## src/rtl/gbp_ram.sv

```systemverilog
// Generic simple dual-port synchronous RAM: one write port, one read port,
// read data registered. No package dependency.
`default_nettype none
module gbp_ram #(
  parameter int WIDTH     = 8,
  parameter int ADDR_BITS = 4
) (
  input  wire logic                 clk,
  input  wire logic                 we,
  input  wire logic [ADDR_BITS-1:0] waddr,
  input  wire logic [WIDTH-1:0]     wdata,
  input  wire logic                 re,
  input  wire logic [ADDR_BITS-1:0] raddr,
  output logic      [WIDTH-1:0]     rdata
);

  logic [WIDTH-1:0] mem [2**ADDR_BITS];

  always_ff @(posedge clk) begin
    if (we) begin
      mem[waddr] <= wdata;
    end
  end

  always_ff @(posedge clk) begin
    if (re) begin
      rdata <= mem[raddr];
    end
  end

endmodule
`default_nettype wire

```

## config.mk

```make
export PLATFORM = sky130hd
export DESIGN_NAME = gbp_ram
export DESIGN_NICKNAME = d
export VERILOG_FILES = /design/src/rtl/gbp_ram.sv
export SDC_FILE = /design/constraint.sdc
export NUM_CORES = 1
export LEC_CHECK = 0
export BUFFER_PORTS_ARGS = -buffer_cell sky130_fd_sc_hd__buf_2
export CORE_ASPECT_RATIO = 0.7
export CORE_MARGIN = 2
export CORE_UTILIZATION = 45
export DETAILED_ROUTE_END_ITERATION = 12
export SLEW_MARGIN = 20
export SYNTH_ARGS = -nofsm -noshare
export SYNTH_HDL_FRONTEND = slang
export SYNTH_SLANG_ARGS = --single-unit
```

## constraint.sdc

```tcl
create_clock -name clk -period 2.05 [get_ports clk]
set_input_delay 0.205 -clock clk [delete_from_list [all_inputs] [get_ports clk]]
set_output_delay 0.205 -clock clk [all_outputs]
set_load 0.01 [all_outputs]
```

* Word-level counts from Yosys, hierarchy flattened
Memory sizes are Yosys's and may differ from the RTL's. A register that Yosys moved wholly into a read port is not among the register bits.
Index checks and enable logic that the tools add are counted.
** Cells by class
- Muxes and demuxes :: 2
** Operator list (number)
- 1-bit 2-to-1 mux :: 2
** Storage, ports and cells
- Bits in registers :: 0
- RAM bits :: 128
- Input port bits :: 19
- Output and inout port bits :: 8
- Logic and storage cells :: 3
- Memories kept :: 1
** Memories
- mem :: depth 16, bits a word 8, read ports 1, clocked after Yosys merged registers in 1, write ports 1, RTL line 17 : logic [WIDTH-1:0] mem [2**ADDR_BITS];

* Longest topological paths before layout
Gate-level depths: netlist of the first run.
- Depth in word-level cells :: 2
- Depth in mapped cells :: 5
- Mapped depth without buffers :: 3

* Worst setup path before layout of the first run
Ideal clock, no wire load.
- Path type :: input to register
- From :: input port waddr[2]
- To :: memory mem[0][0], enable pin
- Setup time :: 383 ps
- Arrival time :: 1315 ps
- Required time :: 1667 ps
- Path slack :: 352 ps
- Stages on the path :: 2
- Buffers on the path :: 0
- Path through :: or3b_2 > nor3_1
** RTL lines
- start: declaration :: RTL line 10 : input wire logic [ADDR_BITS-1:0] waddr,
- end: declaration :: RTL line 17
No word-level cell before the write port.

==> results of run 1 <==
-- stage by stage --
step | power (W) | hold slack (ps) | utilization | setup slack, ps | std cells
detailed placement | 0.00350 | 602 | 0.505 | 284 | 419
floorplan | 0.00337 | 304 | - | 352 | 229
CTS | 0.00661 | 166 | 0.560 | 585 | 451
global placement | 0.00350 | 592 | 0.505 | 283 | 419
finish | 0.00655 | 171 | 0.560 | 617 | 451
global route | 0.00676 | 167 | 0.560 | 531 | 451
-- placed cells by master, fill, tap and decap left out, types with 4 or more instances in the layout --
cell,Yosys,layout
clkbuf_16,0,17
clkinv_2,0,5
buf_2,3,26
mux4_2,18,18
mux4_1,14,14
edfxtp_1,136,136
buf_4,1,19
nand2_1,9,9
a22oi_1,16,16
bufinv_16,0,4
nor3_1,4,4
nor2_1,13,13
-- per-layer routing --
metal | vias up | global-route usage | share of wire
li1 | 1102 | - | -
met1 | 1236 | 0.271 | 0.47
met2 | 97 | 0.242 | 0.43
met3 | 17 | 0.0539 | 0.088
met4 | 0 | 0.0744 | 0.015
met5 | - | 0 | 0
-- registers in the layout (all words and copies together), names as in the netlist --
name	count
rdata	8
mem	128
-- area by class of cell --
type                    count  area, um^2
clock buffers              17         425
well taps                 153         191
multi-input cells          83        1060
flip-flops and latches    136        4080
repair buffers             47         313
fillers                   826        4920
clock inverters            15         184
-- kinds of logic after synthesis --
| group | share of synthesized area |
|---|---|
| compound gates | 0.0230 |
| buf+inv | 0.0165 |
| flops | 0.781 |
| mux | 0.148 |
| simple gates | 0.0314 |
-- power by group --
part / total [W] / internal, W / leakage, nW / switching, W
logic: 0.000288 / 0.000125 / 0.593 / 0.000163
clock network: 0.00311 / 0.00201 / 0.293 / 0.00110
registers: 0.00315 / 0.00313 / 1.24 / 0.0000187
total: 0.00655 / 0.00527 / 2.12 / 0.00128
-- worst paths after layout --
kind,start,endpoint,slack [ps],cells past startpoint
worst max-delay path,mem[10][1],rdata[1],620,3
worst min-delay path,wdata[3],mem[13][3],170,1
worst max register to register,mem[10][1],rdata[1],620,3
worst min register to register,mem[4][1],rdata[1],760,3
==> impl_metrics.env, run 1 <==
export IMPL_status="finished, final reports clean"
export IMPL_crit_slowest_cell="mux4_1"
export IMPL_cts_sinks=136
export IMPL_netlist_area_leader_share=0.781
export IMPL_drt_initial_drc_count=349
export IMPL_cts_made_buffers=17
export IMPL_grt_max_degree=23
export IMPL_start_util=0.468
export IMPL_clkTransAtPathRegs_ps=60
export IMPL_worst_hold_path_type="input port to flip-flop"
export IMPL_cts_resized_gates=0
export IMPL_diodes=0
export IMPL_die_h_um=94.2
export IMPL_syn_instance_count=229
export IMPL_synth_nets=248
export IMPL_yosysTopAreaCell="edfxtp_1"
export IMPL_hold_viol_final=0
export IMPL_vias=2452
export IMPL_critPathKind="flip-flop to flip-flop"
export IMPL_p_per_area_nw_per_um2=1050
export IMPL_ys_seq_area_frac=0.781
export IMPL_avgSynthCellArea_um2=22.8
export IMPL_drc_errors=0
export IMPL_fin_crit_ps=1430
export IMPL_drtPass1Iterations=4
export IMPL_placement_rows=32
export IMPL_synthArstFlopShare=0
export IMPL_final_cell_area_um2=6250
export IMPL_cts_tree="yes"
export IMPL_syn_area_um2=5230
export IMPL_tightest_slew_ps=414
export IMPL_critPathBufInv=0
export IMPL_path_cells="mux4_1 > a22oi_1 > nand2_1"
export IMPL_clkLatencyLatePin_ps=410
export IMPL_peakVddDrop_mv=0.640
export IMPL_synth_seq_cells=136
export IMPL_port_buffers=26
export IMPL_final_antenna_net_count=0
export IMPL_yosysMostFrequentCell="edfxtp_1"
export IMPL_avgRoutedWirePerCell_um=22.0
export IMPL_drv_cap=0
export IMPL_crit_path_max_fanout=1
export IMPL_fmax_mhz=698
export IMPL_grt_setup_unrepaired="false"
export IMPL_grt_overflow_total=0
export IMPL_synth_edf_count=136
export IMPL_synth_ff_type="edfxtp_1"
export IMPL_core_area_um2=11200
export IMPL_final_layout_size_suffix_gt1_frac=0.322
export IMPL_cts_root_buf="clkbuf_16"
export IMPL_nets=304
export IMPL_grt_pass1_wl_um=15500
export IMPL_netlist_top_cells_count="edfxtp_1, mux4_2, a22oi_1"
export IMPL_ys_top_cells_by_area="edfxtp_1, mux4_2, mux4_1, a22oi_1, nor2_1"
export IMPL_crit_path_end_kind="flip-flop"
export IMPL_ys_types=18
export IMPL_dp_hpwl_um=6410
export IMPL_cp_data_required_time_ps=2210
export IMPL_critPathArrivalTime_ps=1590
export IMPL_place_gp_congestion=0.719
export IMPL_skew_ps=6.53
export IMPL_setup_tns_ps=0
export IMPL_p_leak_nw=2.12
export IMPL_setup_viol=0
export IMPL_slew_viol_final=0
export IMPL_dpl_cell_area_um2=5650
export IMPL_die_area_um2=12500
export IMPL_yosys_warnings=0
export IMPL_relSlewSlack=0.724
export IMPL_startpoint_type="flip-flop"
export IMPL_ios=27
export IMPL_grt_pass1_vias=2553
export IMPL_drt_total_wl_um=9910
export IMPL_slowest_delay_ps=490
export IMPL_die_w_um=133
export IMPL_syn_to_final_growth_pct=19.7
export IMPL_cpLargestDelayFamily="multiplexers"
export IMPL_grt_usage=0.179
export IMPL_min_period_over_period=0.699
export IMPL_antenna_found_initial=0
export IMPL_post_cts_setup_buffers=0
export IMPL_viasPerCell=5.44
export IMPL_h_tree_depth=4
export IMPL_clock_path_buffers=2
export IMPL_cts_hold_buf=0
No activity file was read; power rests on OpenSTA's default activity.
==> inputs of run 2 (changes only) <==
- clock period: 2.05 -> 1.43 ns (I/O delays scaled with it)
==> impl_metrics.env, run 2 (synthesized netlist as in run 1, its figures left out) <==
export IMPL_startpoint="mem[11][4]"
export IMPL_drc_errors=0
export IMPL_viasPerCell=5.46
export IMPL_min_period_over_period=0.972
export IMPL_p_sw_w=0.00187
export IMPL_reg_top3="mem x128, rdata x8"
export IMPL_internal_power_w=0.00722
export IMPL_path_cells="mux4_2 > a22oi_2 > nand2_1"
export IMPL_fin_cells=454
export IMPL_cts_hold_buf=0
export IMPL_drt_total_wl_um=10200
export IMPL_r2r_slack_ps=40
export IMPL_top_register="mem"
export IMPL_antenna_found_initial=0
export IMPL_drv_cap=0
export IMPL_p_sw_frac=0.206
export IMPL_final_layout_size_suffix_gt1_frac=0.395
export IMPL_die_w_um=133
export IMPL_post_cts_setup_buffers=0
export IMPL_grt_pass1_wl_um=15500
export IMPL_peakVddDrop_mv=1.04
export IMPL_hold_viol_final=0
export IMPL_relSlewSlack=0.373
export IMPL_p_comb_frac=0.051
export IMPL_fin_crit_ps=1390
export IMPL_slowest_delay_ps=480
export IMPL_crit_path_max_fanout=1
export IMPL_p_leak_nw=2.09
export IMPL_avgRoutedWirePerCell_um=22.5
export IMPL_clock_path_buffers=2
export IMPL_startpoint_type="flip-flop"
export IMPL_die_area_um2=12500
export IMPL_ff2ff_path_depth=3
export IMPL_skew_ps=6.17
export IMPL_final_antenna_net_count=0
export IMPL_grt_pass1_vias=2525
export IMPL_final_cell_area_um2=6290
export IMPL_crit_slowest_cell="mux4_2"
export IMPL_seq_power_share=0.497
export IMPL_port_buffers=26
export IMPL_worstReg2RegStart="mem[11][4]"
export IMPL_total_power_w=0.00910
export IMPL_grt_max_degree=17
export IMPL_grt_overflow_total=0
export IMPL_h_tree_depth=4
export IMPL_grt_usage=0.179
export IMPL_clockPowerShare=0.452
export IMPL_cts_root_buf="clkbuf_16"
export IMPL_setup_viol=0
export IMPL_ios=27
export IMPL_place_gp_congestion=0.709
export IMPL_fin_ws_ps=40.3
export IMPL_largest_register_ffs=128
export IMPL_fmax_mhz=720
export IMPL_status="finished, final reports clean"
export IMPL_drtPass1Iterations=4
export IMPL_reg2reg_to="rdata[4]"
export IMPL_start_util=0.468
export IMPL_dp_hpwl_um=6530
export IMPL_tightest_slew_ps=936
export IMPL_nets=307
export IMPL_diodes=0
export IMPL_post_place_cells=422
export IMPL_endpoint="rdata[4]"
export IMPL_cts_sinks=136
export IMPL_die_h_um=94.2
export IMPL_cts_tree="yes"
export IMPL_grt_setup_unrepaired="true"
export IMPL_detailedPlace_worstSlack_ps=-286
export IMPL_core_area_um2=11200
export IMPL_worst_hold_path_type="input port to flip-flop"
export IMPL_final_fill_count=844
export IMPL_cts_made_buffers=17
export IMPL_vias=2480
export IMPL_final_cell_mix="edfxtp_1, mux4_2, buf_2, buf_4, clkbuf_16"
export IMPL_syn_to_final_growth_pct=20.4
export IMPL_setup_tns_ps=0
export IMPL_crit_path_end_kind="flip-flop"
export IMPL_clkLatencyLatePin_ps=410
export IMPL_drt_initial_drc_count=221
export IMPL_clkTransAtPathRegs_ps=60
export IMPL_slew_viol_final=0
export IMPL_cp_data_required_time_ps=1580
export IMPL_dpl_cell_area_um2=5700
export IMPL_p_per_area_nw_per_um2=1450
export IMPL_placement_rows=32
export IMPL_critPathKind="flip-flop to flip-flop"
export IMPL_critPathArrivalTime_ps=1540
export IMPL_layout_commonest_cell="edfxtp_1"
## run 2: cell count changes in the layout (fill, tap and decap cells not counted), sizes merged
cell / previous run / this run
buf: 47 / 50
bufinv: 4 / 2
clkinvlp: 3 / 5
## run 2: power groups by stage
stage / Clock [W] / Combinational [W] / Sequential, W
3_3_place_gp: 0 / 0.000432 / 0.00460
4_1_cts: 0.00417 / 0.000453 / 0.00452
2_1_floorplan: 0 / 0.000227 / 0.00460
5_1_grt: 0.00437 / 0.000506 / 0.00452
3_5_place_dp: 0 / 0.000442 / 0.00460
6_report: 0.00412 / 0.000465 / 0.00452
## run 2: worst min path at each step
stage / start / cells after the start / endpoint
final: re / 1 / rdata[1]
after CTS: re / 1 / rdata[1]
after floorplan: wdata[0] / 0 / mem[0][0]
after global routing: re / 1 / rdata[1]
after detailed placement: re / 1 / rdata[1]
after global placement: re / 1 / rdata[3]
## run 2: layer usage
metal / GRT usage / part of all wire
met4: 0.0538 / 0.0068
met2: 0.246 / 0.44
met3: 0.0572 / 0.053
met1: 0.273 / 0.50
met5: 0 / 0
## run 2: final cells by class
| cell class | count | area, um^2 | share of cell area |
|---|---|---|---|
| flip-flops and latches | 136 | 4080 | 0.649 |
| multi-input cells | 83 | 1100 | 0.174 |
| clock buffers | 17 | 425 | 0.0676 |
| repair buffers | 50 | 360 | 0.0572 |
| well taps | 153 | 191 | 0.0304 |
| clock inverters | 15 | 136 | 0.0217 |
## run 2: what timing repair did
| action | 4_1_cts | 5_1_grt |
|---|---|---|
| endpoints found under the setup margin | 5 | 8 |
| pin swaps | 3 | 4 |
| gates resized for setup | 5 | 16 |
## run 2: worst max-delay path: cells and delay by family (launching register included)
kind | cells | cell delay, ps
and+or+nand+nor | 1 | 90
AOI/OAI and AO/OA | 1 | 190
DFF | 1 | 370
muxes | 1 | 480
## run 2: per-stage QoR
step                hold slack (ps)  utilization
floorplan                       242            -
detailed placement              521        0.510
finish                          102        0.564
global route                   90.2        0.564
CTS                            90.9        0.563
global placement                516        0.510
